## src/rtl/core/slkt_pkg.sv

```systemverilog
`default_nettype none

package slkt_pkg;

  localparam int unsigned KwCount  = 5;
  localparam int unsigned KwSlots  = 8;
  localparam int unsigned MaxRes   = 3;

  typedef enum logic [1:0] {
    KindByte  = 2'd0,
    KindClose = 2'd1,
    KindError = 2'd2
  } kind_e;

  typedef enum logic [1:0] {
    ClsKeyword = 2'd0,
    ClsIdent   = 2'd1,
    ClsNumber  = 2'd2,
    ClsSymbol  = 2'd3
  } class_e;

  localparam logic [2:0] KwNone = 3'd0;
  localparam logic [7:0] ChSpace      = 8'h20;
  localparam logic [7:0] ChUnderscore = 8'h5F;

  typedef struct packed {
    kind_e      kind;
    class_e     cls;
    logic [7:0] ch;
    logic [2:0] kw;
    logic       last;
  } result_t;

  typedef struct packed {
    logic [1:0]               cnt;
    result_t [MaxRes-1:0]     res;
  } burst_t;

  // Keyword spelling, padded with zeros to a power-of-two depth
  localparam logic [KwCount-1:0][KwSlots-1:0][7:0] KwText = '{
    '{8'h00, 8'h00, 8'h6E, 8'h72, 8'h75, 8'h74, 8'h65, 8'h72},  // return
    '{8'h00, 8'h00, 8'h00, 8'h00, 8'h00, 8'h00, 8'h6E, 8'h66},  // fn
    '{8'h00, 8'h00, 8'h00, 8'h00, 8'h00, 8'h74, 8'h61, 8'h6D},  // mat
    '{8'h00, 8'h00, 8'h00, 8'h00, 8'h00, 8'h63, 8'h65, 8'h76},  // vec
    '{8'h00, 8'h00, 8'h00, 8'h00, 8'h00, 8'h6D, 8'h75, 8'h6E}   // num
  };

  localparam logic [KwCount-1:0][2:0] KwLen = '{3'd6, 3'd2, 3'd3, 3'd3, 3'd3};

  function automatic logic is_letter(input logic [7:0] c);
    return (c >= 8'h61 && c <= 8'h7A) || (c >= 8'h41 && c <= 8'h5A);
  endfunction

  function automatic logic is_digit(input logic [7:0] c);
    return c >= 8'h30 && c <= 8'h39;
  endfunction

  function automatic logic is_symbol(input logic [7:0] c);
    return c == 8'h3D || c == 8'h2C || c == 8'h3B || c == 8'h28 || c == 8'h29 ||
           c == 8'h5B || c == 8'h5D || c == 8'h7B || c == 8'h7D || c == 8'h2B ||
           c == 8'h2D || c == 8'h2A || c == 8'h2F || c == 8'h5E;
  endfunction

  // Keywords whose character at position pos is c
  function automatic logic [KwCount-1:0] kw_match(input logic [2:0] pos,
                                                  input logic [7:0] c);
    logic [KwCount-1:0] m;
    m = '0;
    for (int i = 0; i < KwCount; i++) begin
      m[i] = (pos < KwLen[i]) && (KwText[i][pos] == c);
    end
    return m;
  endfunction

  // First live keyword of exactly this length, numbered from one
  function automatic logic [2:0] kw_close(input logic [KwCount-1:0] alive,
                                          input logic [2:0] len);
    logic [2:0] idx;
    idx = KwNone;
    for (int i = KwCount - 1; i >= 0; i--) begin
      if (alive[i] && len == KwLen[i]) begin
        idx = 3'(i + 1);
      end
    end
    return idx;
  endfunction

endpackage

`default_nettype wire

```

## src/rtl/core/slkt_stream_if.sv

```systemverilog
`default_nettype none

interface slkt_req_if;
  logic       valid;
  logic       ready;
  logic       req_type;
  logic [7:0] char_code;

  modport source (output valid, req_type, char_code, input ready);
  modport sink   (input valid, req_type, char_code, output ready);
endinterface

interface slkt_res_if;
  logic       valid;
  logic       ready;
  logic [1:0] out_kind;
  logic [1:0] token_class;
  logic [7:0] char_code_out;
  logic [2:0] keyword_index;
  logic       last_in_run;

  modport source (output valid, out_kind, token_class, char_code_out, keyword_index,
                  last_in_run, input ready);
  modport sink   (input valid, out_kind, token_class, char_code_out, keyword_index,
                  last_in_run, output ready);
endinterface

`default_nettype wire

```

## src/rtl/core/source_lexer_keyword_tokenizer.sv

```systemverilog
// The first result of a word is offered in the cycle after the word is accepted.
// Throughput: one word per cycle while each word gives at most one result and the output
// is not stalled; a word that gives more results holds off the next word until its last result leaves.
// Reset (rst_ni low, asynchronous) returns the scanner to idle with no open token,
// clears the output queue and leaves a halted scanner running again.
`default_nettype none

module source_lexer_keyword_tokenizer import slkt_pkg::*; (
  input  logic       clk_i,
  input  logic       rst_ni,
  slkt_req_if.sink   req_i,
  slkt_res_if.source res_o
);

  burst_t  burst;
  result_t res;
  logic    in_ready;
  logic    accept;

  assign accept      = req_i.valid && in_ready;
  assign req_i.ready = in_ready;

  slkt_core u_core (
    .clk_i      (clk_i),
    .rst_ni     (rst_ni),
    .accept_i   (accept),
    .req_type_i (req_i.req_type),
    .char_i     (req_i.char_code),
    .burst_o    (burst)
  );

  slkt_serializer u_ser (
    .clk_i       (clk_i),
    .rst_ni      (rst_ni),
    .accept_i    (accept),
    .burst_i     (burst),
    .out_ready_i (res_o.ready),
    .in_ready_o  (in_ready),
    .out_valid_o (res_o.valid),
    .res_o       (res)
  );

  assign res_o.out_kind      = res.kind;
  assign res_o.token_class   = res.cls;
  assign res_o.char_code_out = res.ch;
  assign res_o.keyword_index = res.kw;
  assign res_o.last_in_run   = res.last;

endmodule

`default_nettype wire

```

## src/rtl/core/slkt_core.sv

```systemverilog
`default_nettype none

module slkt_core import slkt_pkg::*; (
  input  logic       clk_i,
  input  logic       rst_ni,
  input  logic       accept_i,
  input  logic       req_type_i,
  input  logic [7:0] char_i,
  output burst_t     burst_o
);

  typedef enum logic [1:0] {
    ModeIdle = 2'd0,
    ModeWord = 2'd1,
    ModeNum  = 2'd2,
    ModeHalt = 2'd3
  } mode_e;

  mode_e              mode_q, mode_d;
  logic [2:0]         len_q, len_d;
  logic [KwCount-1:0] alive_q, alive_d;

  always_comb begin
    logic [1:0] n;
    logic       letter;
    logic       digit;
    logic       open_tok;
    logic [2:0] close_kw;
    class_e     close_cls;

    mode_d  = mode_q;
    len_d   = len_q;
    alive_d = alive_q;
    burst_o = '0;
    n       = 2'd0;

    letter   = is_letter(char_i);
    digit    = is_digit(char_i);
    open_tok = (mode_q == ModeWord) || (mode_q == ModeNum);

    close_kw = (mode_q == ModeWord) ? kw_close(alive_q, len_q) : KwNone;
    if (mode_q == ModeWord) begin
      close_cls = (close_kw != KwNone) ? ClsKeyword : ClsIdent;
    end else begin
      close_cls = ClsNumber;
    end

    if (mode_q == ModeHalt) begin
      // drop everything until reset
    end else if (req_type_i) begin
      if (open_tok) begin
        burst_o.res[n] = '{kind: KindClose, cls: close_cls, ch: 8'h00, kw: close_kw,
                           last: 1'b0};
        n       = n + 2'd1;
        mode_d  = ModeIdle;
        len_d   = 3'd0;
        alive_d = '1;
      end
    end else if (mode_q == ModeWord && (letter || digit || char_i == ChUnderscore)) begin
      alive_d = alive_q & kw_match(len_q, char_i);
      len_d   = (len_q != 3'd7) ? len_q + 3'd1 : len_q;
      burst_o.res[n] = '{kind: KindByte, cls: ClsIdent, ch: char_i, kw: KwNone, last: 1'b0};
      n = n + 2'd1;
    end else if (mode_q == ModeNum && digit) begin
      burst_o.res[n] = '{kind: KindByte, cls: ClsNumber, ch: char_i, kw: KwNone, last: 1'b0};
      n = n + 2'd1;
    end else begin
      // close the open token first, then treat the word as if idle
      if (open_tok) begin
        burst_o.res[n] = '{kind: KindClose, cls: close_cls, ch: 8'h00, kw: close_kw,
                           last: 1'b0};
        n       = n + 2'd1;
        mode_d  = ModeIdle;
        len_d   = 3'd0;
        alive_d = '1;
      end
      if (letter) begin
        mode_d  = ModeWord;
        len_d   = 3'd1;
        alive_d = kw_match(3'd0, char_i);
        burst_o.res[n] = '{kind: KindByte, cls: ClsIdent, ch: char_i, kw: KwNone,
                           last: 1'b0};
        n = n + 2'd1;
      end else if (digit) begin
        mode_d  = ModeNum;
        len_d   = 3'd0;
        alive_d = '1;
        burst_o.res[n] = '{kind: KindByte, cls: ClsNumber, ch: char_i, kw: KwNone,
                           last: 1'b0};
        n = n + 2'd1;
      end else if (is_symbol(char_i)) begin
        burst_o.res[n] = '{kind: KindByte, cls: ClsSymbol, ch: char_i, kw: KwNone,
                           last: 1'b0};
        n = n + 2'd1;
        burst_o.res[n] = '{kind: KindClose, cls: ClsSymbol, ch: 8'h00, kw: KwNone,
                           last: 1'b0};
        n = n + 2'd1;
      end else if (char_i != ChSpace) begin
        burst_o.res[n] = '{kind: KindError, cls: ClsKeyword, ch: char_i, kw: KwNone,
                           last: 1'b0};
        n      = n + 2'd1;
        mode_d = ModeHalt;
      end
    end

    for (int i = 0; i < MaxRes; i++) begin
      burst_o.res[i].last = (n != 2'd0) && (2'(i) == n - 2'd1);
    end
    burst_o.cnt = n;
  end

  always_ff @(posedge clk_i or negedge rst_ni) begin
    if (!rst_ni) begin
      mode_q  <= ModeIdle;
      len_q   <= 3'd0;
      alive_q <= '1;
    end else if (accept_i) begin
      mode_q  <= mode_d;
      len_q   <= len_d;
      alive_q <= alive_d;
    end
  end

endmodule

`default_nettype wire

```

## src/rtl/core/slkt_serializer.sv

```systemverilog
`default_nettype none

module slkt_serializer import slkt_pkg::*; (
  input  logic    clk_i,
  input  logic    rst_ni,
  input  logic    accept_i,
  input  burst_t  burst_i,
  input  logic    out_ready_i,
  output logic    in_ready_o,
  output logic    out_valid_o,
  output result_t res_o
);

  logic [1:0]           rem_q, rem_d;
  result_t [MaxRes-1:0] slot_q, slot_d;
  logic                 pop;
  logic                 load;

  assign pop         = (rem_q != 2'd0) && out_ready_i;
  assign load        = accept_i && (burst_i.cnt != 2'd0);
  // take a new word when the queue is empty or its last queued result leaves this cycle
  assign in_ready_o  = (rem_q == 2'd0) || ((rem_q == 2'd1) && out_ready_i);
  assign out_valid_o = (rem_q != 2'd0);
  assign res_o       = slot_q[0];

  always_comb begin
    rem_d  = rem_q;
    slot_d = slot_q;
    if (load) begin
      rem_d  = burst_i.cnt;
      slot_d = burst_i.res;
    end else if (pop) begin
      rem_d = rem_q - 2'd1;
      for (int i = 0; i < MaxRes - 1; i++) begin
        slot_d[i] = slot_q[i + 1];
      end
    end
  end

  always_ff @(posedge clk_i or negedge rst_ni) begin
    if (!rst_ni) begin
      rem_q <= 2'd0;
    end else begin
      rem_q <= rem_d;
    end
  end

  always_ff @(posedge clk_i) begin
    slot_q <= slot_d;
  end

endmodule

`default_nettype wire

```

## src/flat_wrapper.sv

```systemverilog
// flat-port wrapper written by rule: the top's interface ports become plain ports
module source_lexer_keyword_tokenizer_flat import slkt_pkg::*;
  (clk_i, rst_ni, req_i_valid, req_i_req_type, req_i_char_code, req_i_ready, res_o_valid, res_o_out_kind, res_o_token_class, res_o_char_code_out, res_o_keyword_index, res_o_last_in_run, res_o_ready);
  slkt_req_if req_i_i ();
  slkt_res_if res_o_i ();
  input  logic clk_i;
  input  logic rst_ni;
  input wire logic [$bits(req_i_i.valid)-1:0] req_i_valid;
  input wire logic [$bits(req_i_i.req_type)-1:0] req_i_req_type;
  input wire logic [$bits(req_i_i.char_code)-1:0] req_i_char_code;
  output wire logic [$bits(req_i_i.ready)-1:0] req_i_ready;
  output wire logic [$bits(res_o_i.valid)-1:0] res_o_valid;
  output wire logic [$bits(res_o_i.out_kind)-1:0] res_o_out_kind;
  output wire logic [$bits(res_o_i.token_class)-1:0] res_o_token_class;
  output wire logic [$bits(res_o_i.char_code_out)-1:0] res_o_char_code_out;
  output wire logic [$bits(res_o_i.keyword_index)-1:0] res_o_keyword_index;
  output wire logic [$bits(res_o_i.last_in_run)-1:0] res_o_last_in_run;
  input wire logic [$bits(res_o_i.ready)-1:0] res_o_ready;
  assign req_i_i.valid = req_i_valid;
  assign req_i_i.req_type = req_i_req_type;
  assign req_i_i.char_code = req_i_char_code;
  assign req_i_ready = req_i_i.ready;
  assign res_o_valid = res_o_i.valid;
  assign res_o_out_kind = res_o_i.out_kind;
  assign res_o_token_class = res_o_i.token_class;
  assign res_o_char_code_out = res_o_i.char_code_out;
  assign res_o_keyword_index = res_o_i.keyword_index;
  assign res_o_last_in_run = res_o_i.last_in_run;
  assign res_o_i.ready = res_o_ready;
  source_lexer_keyword_tokenizer u_core (.clk_i(clk_i), .rst_ni(rst_ni), .req_i(req_i_i), .res_o(res_o_i));
endmodule
```

## config.mk

```make
export PLATFORM = sky130hd
export DESIGN_NAME = source_lexer_keyword_tokenizer_flat
export DESIGN_NICKNAME = d
export VERILOG_FILES = /design/src/rtl/core/slkt_pkg.sv /design/src/rtl/core/slkt_stream_if.sv /design/src/rtl/core/source_lexer_keyword_tokenizer.sv /design/src/rtl/core/slkt_core.sv /design/src/rtl/core/slkt_serializer.sv /design/src/flat_wrapper.sv
export SDC_FILE = /design/constraint.sdc
export NUM_CORES = 1
export LEC_CHECK = 0
export BUFFER_PORTS_ARGS = -buffer_cell sky130_fd_sc_hd__buf_2
export CELL_PAD_IN_SITES_DETAIL_PLACEMENT = 2
export CELL_PAD_IN_SITES_GLOBAL_PLACEMENT = 2
export CORE_UTILIZATION = 41
export DETAILED_ROUTE_END_ITERATION = 8
export PLACE_DENSITY = 0.86
export SLEW_MARGIN = 0
export SYNTH_ARGS = -nofsm -noshare
export SYNTH_HDL_FRONTEND = slang
export SYNTH_SLANG_ARGS = --single-unit
```

## constraint.sdc

```tcl
create_clock -name clk_i -period 4.78 [get_ports clk_i]
set_input_delay 0.956 -clock clk_i [delete_from_list [all_inputs] [get_ports clk_i]]
set_output_delay 0.956 -clock clk_i [all_outputs]
set_load 0.01 [all_outputs]
```

==> summary.md, run 1 <==
| Metric | Value |
|---|---|
| Area of the multi-input gates | `0.00186 mm^2` |
| Peak supply drop | `0.000140 V` |
| Most common cell after layout, fill and taps aside | `edfxtp_1` |
| Slew Viols, Final | `0` |
| Post-CTS Resized | `0` |
| CTS Buf Count | `5` |
| Register area | `0.00124 mm^2` |
| Clock Skew | `7.32 ps` |
| Root buf cell | `clkbuf_8` |
| Non-filler cells, final | `464` |
| Starting Density | `43.3%` |
| Worst hold margin | `497 ps` |
| Htree depth | `2` |
| Post-Route WL | `11400 um` |
| Worst-Skew Late Latency | `320 ps` |
| ANT cells | `0` |
| Sequential share of the synthesized area | `36.3%` |
| Status | `completed` |
| RSZ-0062 raised after global routing | `no` |
| Post-synth EDFFs | `31` |
| Avg Cell Area, Syn | `9.46 um^2` |
| DP HPWL | `8420 um` |
| DRC viols | `0` |
| Initial DRC Count | `268` |
| Clock-pin slew on the worst setup and hold paths | `90 ps` |
| CP Cell Sequence | `buf_2 -> nor4b_1 -> nand3_1 -> ha_1 -> a221oi_1 -> a21boi_0 -> a21boi_4 -> o21a_4 -> nand2_1 -> buf_4` |
| Area grow syn2layout | `5.21%` |
| Initial antenna violation count | `0` |
| Worst R2R Setup Slack | `1030 ps` |
| Syn Inst Count | `361` |
| Design Area, Final | `0.00359 mm^2` |
| CP delay by family, top | `compound AO/OA/AOI/OAI gates` |
| Final nets | `389` |
| GRT Util Overall | `27.9%` |
| Sw power | `0.337 mW` |
| Max Cap Viol | `0` |
| Via count | `2973` |
| Die width | `93.2 um` |
| Achievable Freq | `252 MHz` |
| Period utilization | `83.2%` |
| Clock tree buffer depth | `2` |
| Largest net degree at the start of global routing | `30` |
| CP max stage cell | `nor4b_1` |
| #FFs+latches synth | `43` |
| CP Launch Type | `input pin` |
| Worst hold-check path type | `reg2reg` |
| DP Area | `0.00346 mm^2` |
| Hold violation count in the final report | `0` |
| Critical path class | `in2reg` |
| Clock Power Share | `31.0%` |
| Yosys Warn Count | `0` |
| Hold Buf Count CTS | `0` |
| Placeable Area | `0.00789 mm^2` |
| LEAKAGE | `1.41 nW` |
| Pre-antenna DRT Iters | `4` |
| Avg WL per Cell | `24.7 um` |
| Vias/cell | `6.41` |
| Die area | `0.00869 mm^2` |
| IO Pins | `31` |
| Sequential share of power | `44.6%` |
| Final setup TNS | `0 ps` |
| Internal power | `0.788 mW` |
| Chip Height | `93.2 um` |
| Post-synth top flop | `edfxtp_1` |
| Port buffer count | `30` |
| Tmin final | `3980 ps` |
| Sw frac | `29.9%` |
| Pwr/cell area | `313 mW/mm^2` |
| Worst slew pin tran | `919 ps` |
| Fill count | `906` |
| Max Fanout on Critical Path | `29` |
| Site Rows | `32` |
| Crit path largest cell delay | `560 ps` |
| Num Clock Sinks | `43` |
| Synth async-reset ratio | `27.9%` |
| Syn_nets | `389` |
| ANT nets after route | `0` |
| Placed Instances | `456` |
| Buf+Inv Stages, Crit Path | `2` |
| Post-Syn Area | `0.00341 mm^2` |
| Gr ovfl total | `0` |
| Critical Path End Type | `flip-flop` |
| Logic pwr share | `24.4%` |
| First-pass GRT wire length | `18200 um` |
| Layout cell share with drive strength beyond 1 | `16.0%` |
| Slew headroom | `38.6%` |
| Most frequent cells in the layout | `edfxtp_1, buf_2, nor2_1, nand2_1, inv_1` |
| Final setup fails | `0` |
| Vias in the first global route | `3162` |
| Gpl congestion | `0.891` |
| Post-CTS setup buffers | `0` |
| Worst Path Arrival | `3960 ps` |
| Critical Path RT | `4760 ps` |
| Synth cell types | `70` |
| TritonCTS clock tree | `done` |
-- synth_stat cells (all sizes together) (3+ instances only) --
library cell / count / area (um^2)
a31oi: 7 / 43.8
nand4: 5 / 31.3
nor4b: 5 / 43.8
nand3: 9 / 50.1
dfstp: 5 / 131
inv: 19 / 71.3
mux2i: 4 / 40.0
buf: 24 / 188
or4: 3 / 22.5
o31ai: 3 / 22.5
nor3: 8 / 40.0
ha: 15 / 188
nand2: 23 / 86.3
o211ai: 4 / 30.0
a221oi: 3 / 26.3
a32oi: 3 / 26.3
o22a: 3 / 27.5
a21oi: 15 / 75.1
clkbuf: 14 / 52.6
and3: 5 / 36.3
edfxtp: 31 / 931
xor2: 3 / 26.3
a211oi: 3 / 27.5
xnor2: 6 / 52.6
nor2: 24 / 90.1
o32ai: 5 / 43.8
nor4: 3 / 31.3
mux2: 3 / 45.0
a22o: 15 / 131
and2: 10 / 62.6
o21a: 6 / 52.6
nor4bb: 3 / 30.0
a21boi: 3 / 33.8
o2bb2ai: 3 / 26.3
o21ai: 18 / 90.1
dfrtp: 7 / 175
o31a: 3 / 26.3
o22ai: 4 / 25.0
nor2b: 5 / 31.3
-- layer usage --
metal | routed length, um | track usage [%]
met1 | 5030 | 35.8
met3 | 540 | 3.66
met4 | 237 | 10.3
met5 | 0 | 0
met2 | 5640 | 47.7
-- power by group through the flow --
stage	clock network [mW]	logic, mW	registers [mW]
finish	0.349	0.274	0.502
global route	0.367	0.299	0.507
CTS	0.356	0.276	0.503
detailed placement	0	0.271	0.511
global placement	0	0.250	0.503
floorplan	0	0.204	0.504
-- flip-flops by register name, indices dropped and copies added (netlist names) --
register               flops
u_core.u_ser.rem_q         2
u_core.u_ser.slot_q       15
u_core.u_ser.res_o        16
u_core.u_core.mode_q       2
u_core.u_core.len_q        3
u_core.u_core.alive_q      5
-- tightest hold or removal path, stage by stage, from the launching register on --
cell	delay, ps
dfstp_2	400
inv_1	50
a2bb2oi_1	50
-- layout make-up --
class,instances,share of cell area [%]
sequential,43,34.5
clock buffer,6,2.02
inverter,21,2.20
timing repair buffer,31,4.39
clock inverter,2,1.67
multi-input combinational,259,51.7
tap,102,3.55
-- path summary, 6_finish.rpt --
check,start,endpoint,cells past startpoint
worst min-delay path,u_core.u_core.alive_q[3]$_DFFE_PN1P_,u_core.u_core.alive_q[3]$_DFFE_PN1P_,2
max in group asynchronous,rst_ni,u_core.u_core.alive_q[4]$_DFFE_PN1P_,1
worst max register to register,u_core.u_core.mode_q[0]$_DFFE_PN0P_,u_core.u_ser.slot_q[24]$_SDFFCE_PP0P_,10
worst max-delay path,req_i_char_code[4],u_core.u_ser.slot_q[24]$_SDFFCE_PP0P_,10
worst min register to register,u_core.u_core.alive_q[3]$_DFFE_PN1P_,u_core.u_core.alive_q[3]$_DFFE_PN1P_,2
min in group asynchronous,rst_ni,u_core.u_core.len_q[2]$_DFFE_PN0P_,1
-- per-stage QoR --
step           power, mW  setup WS [ps]  util, %
6_report            1.12            805     45.5
5_1_grt             1.17            472     45.5
4_1_cts             1.13            809     45.5
3_5_place_dp       0.782            483     43.8
3_3_place_gp       0.753            833     43.8
2_1_floorplan      0.707            723        -
-- kinds of logic (layout without fill, tap and decap cells) --
| kind of cell | Yosys count | count (layout) | share of synthesized area [%] |
|---|---|---|---|
| multiplexers | 7 | 7 | 2.49 |
| AND/OR/NAND/NOR | 116 | 116 | 19.4 |
| buffers and inverters | 59 | 60 | 9.35 |
| XOR/XNOR | 9 | 9 | 2.31 |
| AO/OA/AOI/OAI | 112 | 112 | 24.7 |
| flip-flops | 43 | 43 | 36.3 |
| adder cells (fa/ha/maj) | 15 | 15 | 5.50 |
(Power assumes the default switching activity.)
==> inputs of run 2 (changes only) <==
Settings changed: CORE_UTILIZATION 41 to 34, PLACE_DENSITY 0.86 to 0.76.
Clock period 4.78 ns to 3.2 ns, I/O delays scaled along.
==> summary.md, run 2 (synthesized netlist as in run 1, its figures left out) <==
| Metric | Value |
|---|---|
| Status | `completed (unchanged)` |
| GRT Util Overall | `22.8% (was 27.9%)` |
| Sw frac | `29.2% (was 29.9%)` |
| CTS Buf Count | `5 (unchanged)` |
| Final nets | `424 (was 389)` |
| Critical Path RT | `3190 ps (was 4760 ps)` |
| Gpl congestion | `0.840 (was 0.891)` |
| Slew headroom | `52.8% (was 38.6%)` |
| Vias in the first global route | `3282 (was 3162)` |
| Met1 global-route usage | `27.7% (was 35.8%)` |
| Initial DRC Count | `91 (was 268)` |
| Via count | `3018 (was 2973)` |
| Most common cell after layout, fill and taps aside | `buf_4 (was edfxtp_1)` |
| Post-Route WL | `11200 um (was 11400 um)` |
| Peak supply drop | `0.000186 V (was 0.000140 V)` |
| Hold Buf Count CTS | `0 (unchanged)` |
| Placeable Area | `0.00973 mm^2 (was 0.00789 mm^2)` |
| Area of the multi-input gates | `0.00186 mm^2 (about the same)` |
| Sw power | `0.490 mW (was 0.337 mW)` |
| Worst slew pin tran | `708 ps (was 919 ps)` |
| Max FFs per register | `16 (unchanged)` |
| TritonCTS clock tree | `done (unchanged)` |
| Chip Height | `102 um (was 93.2 um)` |
| Final setup fails | `0 (unchanged)` |
| Achievable Freq | `332 MHz` |
| Pwr Total | `1.68 mW (was 1.12 mW)` |
| Avg WL per Cell | `21.1 um (was 24.7 um)` |
| M3 GR Usage | `2.74% (was 3.66%)` |
| Largest net degree at the start of global routing | `30 (unchanged)` |
| Gr ovfl total | `0 (unchanged)` |
| Final setup TNS | `0 ps (unchanged)` |
| RSZ-0062 raised after global routing | `no (unchanged)` |
| Worst hold-check path type | `in2async (was reg2reg)` |
| Site Rows | `36 (was 32)` |
| Starting Density | `35.1% (was 43.3%)` |
| First-pass GRT wire length | `18000 um (was 18200 um)` |
| Tmin final | `3020 ps` |
| Htree depth | `2 (unchanged)` |
| Period utilization | `94.3%` |
| Vias/cell | `5.69 (was 6.41)` |
| Root buf cell | `clkbuf_8 (unchanged)` |
| Worst-Skew Late Latency | `300 ps (was 320 ps)` |
| Sequential share of power | `44.5% (was 44.6%)` |
| Layout cell share with drive strength beyond 1 | `23.7% (was 16.0%)` |
| Max Fanout on Critical Path | `29 (unchanged)` |
| Register area | `0.00124 mm^2 (unchanged)` |
| Slew Viols, Final | `0 (unchanged)` |
| Post-CTS Resized | `0 (unchanged)` |
| Hold violation count in the final report | `0 (unchanged)` |
| Critical path class | `in2reg (unchanged)` |
| Die area | `0.0104 mm^2 (was 0.00869 mm^2)` |
| Fill count | `1098 (was 906)` |
| ANT cells | `0 (unchanged)` |
| Logic pwr share | `24.4% (about the same)` |
| Critical Path End Type | `flip-flop (unchanged)` |
| Clock Power Share | `31.0% (about the same)` |
| Clock tree buffer depth | `2 (unchanged)` |
| Clock-pin slew on the worst setup and hold paths | `90 ps (about the same)` |
| Worst Path Arrival | `3000 ps (was 3960 ps)` |
| Pre-antenna DRT Iters | `4 (unchanged)` |
| Most frequent cells in the layout | `buf_4, edfxtp_1, buf_2, nor2_1, nand2_1 (was edfxtp_1, buf_2, nor2_1, nand2_1, inv_1)` |
| DRC viols | `0 (unchanged)` |
| Internal power | `1.19 mW (was 0.788 mW)` |
| LEAKAGE | `1.58 nW (was 1.41 nW)` |
| IO Pins | `31 (unchanged)` |
| Pwr/cell area | `431 mW/mm^2 (was 313 mW/mm^2)` |
| CP Launch Type | `input pin (unchanged)` |
| Die width | `102 um (was 93.2 um)` |
| Num Clock Sinks | `43 (unchanged)` |
| Post-CTS setup buffers | `0 (unchanged)` |
| ANT nets after route | `0 (unchanged)` |
| Grt peak-use layer | `met2 (unchanged)` |
| Max Cap Viol | `0 (unchanged)` |
| Area grow syn2layout | `14.3% (was 5.21%)` |
| Initial antenna violation count | `0 (unchanged)` |
| Grt met2 use | `42.3% (was 47.7%)` |
| Port buffer count | `30 (unchanged)` |
| Clock Skew | `5.86 ps (was 7.32 ps)` |
| DP HPWL | `8710 um (was 8420 um)` |
==> run 2: routing by layer <==
| metal | wire [um] | up-vias |
|---|---|---|
| li1 | - | 1420 |
| met1 | 4980 | 1526 |
| met2 | 5810 | 55 |
| met3 | 245 | 17 |
| met4 | 169 | 0 |
| met5 | 0 | - |
==> run 2: final cells by class <==
type / instances / area share, %
Clock buffer: 6 / 1.86
Clock inverter: 2 / 1.54
Inverter: 21 / 2.02
Multi-Input combinational cell: 259 / 47.8
Sequential cell: 43 / 31.7
Tap cell: 133 / 4.27
Timing Repair Buffer: 66 / 10.8
==> run 2: power by group through the flow <==
stage               combinational, mW  clock [mW]  sequential (mW)
CTS                             0.417       0.525            0.751
floorplan                       0.309           0            0.750
global route                    0.457       0.553            0.759
detailed placement              0.415           0            0.762
finish                          0.411       0.521            0.748
global placement                0.397           0            0.751
==> run 2: through the flow <==
step	hold slack, ps	instance area [um^2]	worst slack (ps)	util (%)	std cells
2_1_floorplan	344	3420	4.95	-	361
3_3_place_gp	475	3770	133	38.7	522
3_5_place_dp	497	3770	-111	38.7	522
4_1_cts	226	3900	179	40.1	530
5_1_grt	229	3900	56.0	40.1	530
6_report	214	3900	184	40.1	530
==> run 2: critical path: stages <==
cell and delay [ps]:
buf_2 110, nor4b_1 470, nand3_1 180, ha_1 340, a221oi_1 330, a21boi_1 190
a21boi_4 240, o21a_4 250, nand2_4 240
==> run 2: final timing paths <==
| path | start | to | slack [ps] | cells after the start |
|---|---|---|---|---|
| hold reg to reg | u_core.u_core.alive_q[3]$_DFFE_PN1P_ | u_core.u_core.alive_q[3]$_DFFE_PN1P_ | 510 | 2 |
| min in group clk_i | u_core.u_core.alive_q[3]$_DFFE_PN1P_ | u_core.u_core.alive_q[3]$_DFFE_PN1P_ | 510 | 2 |
| hold / removal | rst_ni | u_core.u_core.mode_q[1]$_DFFE_PN0P_ | 210 | 1 |
| setup / recovery | req_i_char_code[6] | u_core.u_ser.res_o[1]$_SDFFCE_PN0P_ | 180 | 9 |
| max in group asynchronous | rst_ni | u_core.u_core.alive_q[4]$_DFFE_PN1P_ | 2690 | 1 |
| setup reg to reg | u_core.u_core.mode_q[0]$_DFFE_PN0P_ | u_core.u_ser.res_o[1]$_SDFFCE_PN0P_ | 370 | 9 |
==> inputs of run 3 (changes only) <==
Settings changed: CTS_BUF_LIST from default to sky130_fd_sc_hd__clkbuf_16, TNS_END_PERCENT from default to 5.
==> summary.md, run 3 (synthesized netlist as in run 1, its figures left out) <==
| Metric | Value |
|---|---|
| Die area | `0.0104 mm^2 (unchanged)` |
| Max Cap Viol | `0 (unchanged)` |
| DRC viols | `0 (unchanged)` |
| DP HPWL | `8710 um (unchanged)` |
| GRT Util Overall | `23.2% (was 22.8%)` |
| Worst R2R Setup Slack | `400 ps (was 370 ps)` |
| Placed Instances | `522 (unchanged)` |
| Avg WL per Cell | `21.5 um (was 21.1 um)` |
| IO Pins | `31 (unchanged)` |
| R2R Path End | `u_core.u_ser.res_o[14]$_DFFE_PP_ (was u_core.u_ser.res_o[1]$_SDFFCE_PN0P_)` |
| Critical Path End Type | `flip-flop (unchanged)` |
| Via count | `3057 (was 3018)` |
| DRT met1 WL | `4980 um (about the same)` |
| Clock Skew | `2.24 ps (was 5.86 ps)` |
| Most frequent cells in the layout | `buf_4, edfxtp_1, buf_2, nor2_1, nand2_1 (unchanged)` |
| ANT nets after route | `0 (unchanged)` |
| CP startpoint | `req_i_char_code[6] (unchanged)` |
| Die width | `102 um (unchanged)` |
| Pwr/cell area | `466 mW/mm^2 (was 431 mW/mm^2)` |
| CP Capture Point | `u_core.u_ser.res_o[14]$_DFFE_PP_ (was u_core.u_ser.res_o[1]$_SDFFCE_PN0P_)` |
| Status | `completed (unchanged)` |
| Period utilization | `93.2% (was 94.3%)` |
| Clock tree buffer depth | `2 (unchanged)` |
| Non-filler cells, final | `530 (unchanged)` |
| Tmin final | `2980 ps (was 3020 ps)` |
| Chip Height | `102 um (unchanged)` |
| Worst Path Arrival | `2960 ps (was 3000 ps)` |
| Crit path largest cell delay | `460 ps (was 470 ps)` |
| LEAKAGE | `1.61 nW (was 1.58 nW)` |
| Fill count | `1092 (was 1098)` |
| CTS Buf Count | `5 (unchanged)` |
| RSZ-0062 raised after global routing | `no (unchanged)` |
| ANT cells | `0 (unchanged)` |
| Largest net degree at the start of global routing | `30 (unchanged)` |
| Pre-antenna DRT Iters | `4 (unchanged)` |
| Worst hold margin | `233 ps (was 214 ps)` |
| Num Clock Sinks | `43 (unchanged)` |
| Critical Path RT | `3170 ps (was 3190 ps)` |
| Slew Viols, Final | `0 (unchanged)` |
| TritonCTS clock tree | `done (unchanged)` |
| Worst slew pin tran | `686 ps (was 708 ps)` |
| Setup ws final | `216 ps (was 184 ps)` |
| Critical path class | `in2reg (unchanged)` |
| Final setup fails | `0 (unchanged)` |
| Vias in the first global route | `3272 (was 3282)` |
| Port buffer count | `30 (unchanged)` |
| Uppermost layer routed | `met4 (unchanged)` |
| Area grow syn2layout | `15.9% (was 14.3%)` |
| Starting Density | `35.1% (unchanged)` |
| CP delay by family, top | `compound AO/OA/AOI/OAI gates (unchanged)` |
| Achievable Freq | `335 MHz (was 332 MHz)` |
| CP Cell Sequence | `buf_2 -> nor4b_1 -> nand3_1 -> ha_1 -> a221oi_1 -> a21boi_1 -> a21boi_4 -> o21a_4 -> nand2_4 (unchanged)` |
| Worst hold-check path type | `in2async (unchanged)` |
| CP max stage cell | `nor4b_1 (unchanged)` |
| Peak supply drop | `0.000222 V (was 0.000186 V)` |
| Clock-pin slew on the worst setup and hold paths | `60 ps (was 90 ps)` |
| Final nets | `424 (unchanged)` |
| Hold violation count in the final report | `0 (unchanged)` |
| Worst-Skew Late Latency | `290 ps (was 300 ps)` |
| Root buf cell | `clkbuf_16 (was clkbuf_8)` |
| WL met3 | `337 um (was 245 um)` |
| Post-CTS setup buffers | `0 (unchanged)` |
| Post-Place Setup Slack | `-111 ps (unchanged)` |
| Hold Buf Count CTS | `0 (unchanged)` |
| Post-CTS Resized | `0 (unchanged)` |
| Placeable Area | `0.00973 mm^2 (unchanged)` |
| Site Rows | `36 (unchanged)` |
| First-pass GRT wire length | `18100 um (was 18000 um)` |
| Vias/cell | `5.77 (was 5.69)` |
| Met2 Wirelength | `5880 um (was 5810 um)` |
| Gpl congestion | `0.840 (unchanged)` |
| Worst flop-to-flop path startpoint | `u_core.u_core.mode_q[0]$_DFFE_PN0P_ (unchanged)` |
| Post-Route WL | `11400 um (was 11200 um)` |
| Register area | `0.00124 mm^2 (unchanged)` |
| Most common cell after layout, fill and taps aside | `buf_4 (unchanged)` |
| Gr ovfl total | `0 (unchanged)` |
| Max FFs per register | `16 (unchanged)` |
| Initial antenna violation count | `0 (unchanged)` |
| Htree depth | `2 (unchanged)` |
| CP Depth | `9 (unchanged)` |
| Worst reg-to-reg path cell count | `9 (unchanged)` |
| Buf+Inv Stages, Crit Path | `1 (unchanged)` |
| CP Launch Type | `input pin (unchanged)` |
| Initial DRC Count | `126 (was 91)` |
| Area of the multi-input gates | `0.00186 mm^2 (unchanged)` |
| Slew headroom | `54.3% (was 52.8%)` |
| Layout cell share with drive strength beyond 1 | `23.7% (unchanged)` |
| Max Fanout on Critical Path | `29 (unchanged)` |
-- run 3: how the worst min path moves through the flow --
stage | endpoint | slack (ps) | startpoint | depth (start not counted)
2_1_floorplan | u_core.u_core.len_q[0]$_DFFE_PN0P_ | 340 | rst_ni | 0
3_3_place_gp | u_core.u_core.alive_q[3]$_DFFE_PN1P_ | 480 | u_core.u_core.alive_q[3]$_DFFE_PN1P_ | 2
3_5_place_dp | u_core.u_core.alive_q[3]$_DFFE_PN1P_ | 500 | u_core.u_core.alive_q[3]$_DFFE_PN1P_ | 2
4_1_cts | u_core.u_core.mode_q[1]$_DFFE_PN0P_ | 250 | rst_ni | 1
5_1_grt | u_core.u_core.mode_q[1]$_DFFE_PN0P_ | 260 | rst_ni | 1
6_report | u_core.u_ser.rem_q[0]$_DFFE_PN0P_ | 230 | rst_ni | 1
-- run 3: cell type report --
cell class,count,area share [%]
inverters,21,1.99
flip-flops and latches,43,31.3
multi-input cells,259,47.1
clock inverters,3,1.61
clock buffers,5,3.16
repair buffers,66,10.6
well taps,133,4.21
-- run 3: worst register-to-register path: cells and delay by family (launching register included) --
family,cells,cell delay (ps)
compound gates,4,990
fa+ha+maj,2,650
flops,1,380
simple gates,1,240
buf+inv,2,220
-- run 3: routing by layer --
metal / GRT usage (%) / vias to the layer above
li1: - / 1421
met1: 27.8 / 1561
met2: 42.3 / 57
met3: 3.28 / 18
met4: 7.58 / 0
met5: 0 / -
-- run 3: stage by stage --
step / util (%) / TNS, ps / power, mW / cell area, um^2
floorplan: - / 0 / 1.06 / 3420
global placement: 38.7 / 0 / 1.15 / 3770
detailed placement: 38.7 / -4010 / 1.18 / 3770
CTS: 40.7 / 0 / 1.85 / 3960
global route: 40.7 / 0 / 1.93 / 3960
finish: 40.7 / 0 / 1.84 / 3960
-- run 3: power breakdown --
group	total, mW	switching, mW	internal, mW
sequential	0.749	0.0297	0.719
combinational	0.412	0.253	0.159
clock	0.681	0.236	0.445
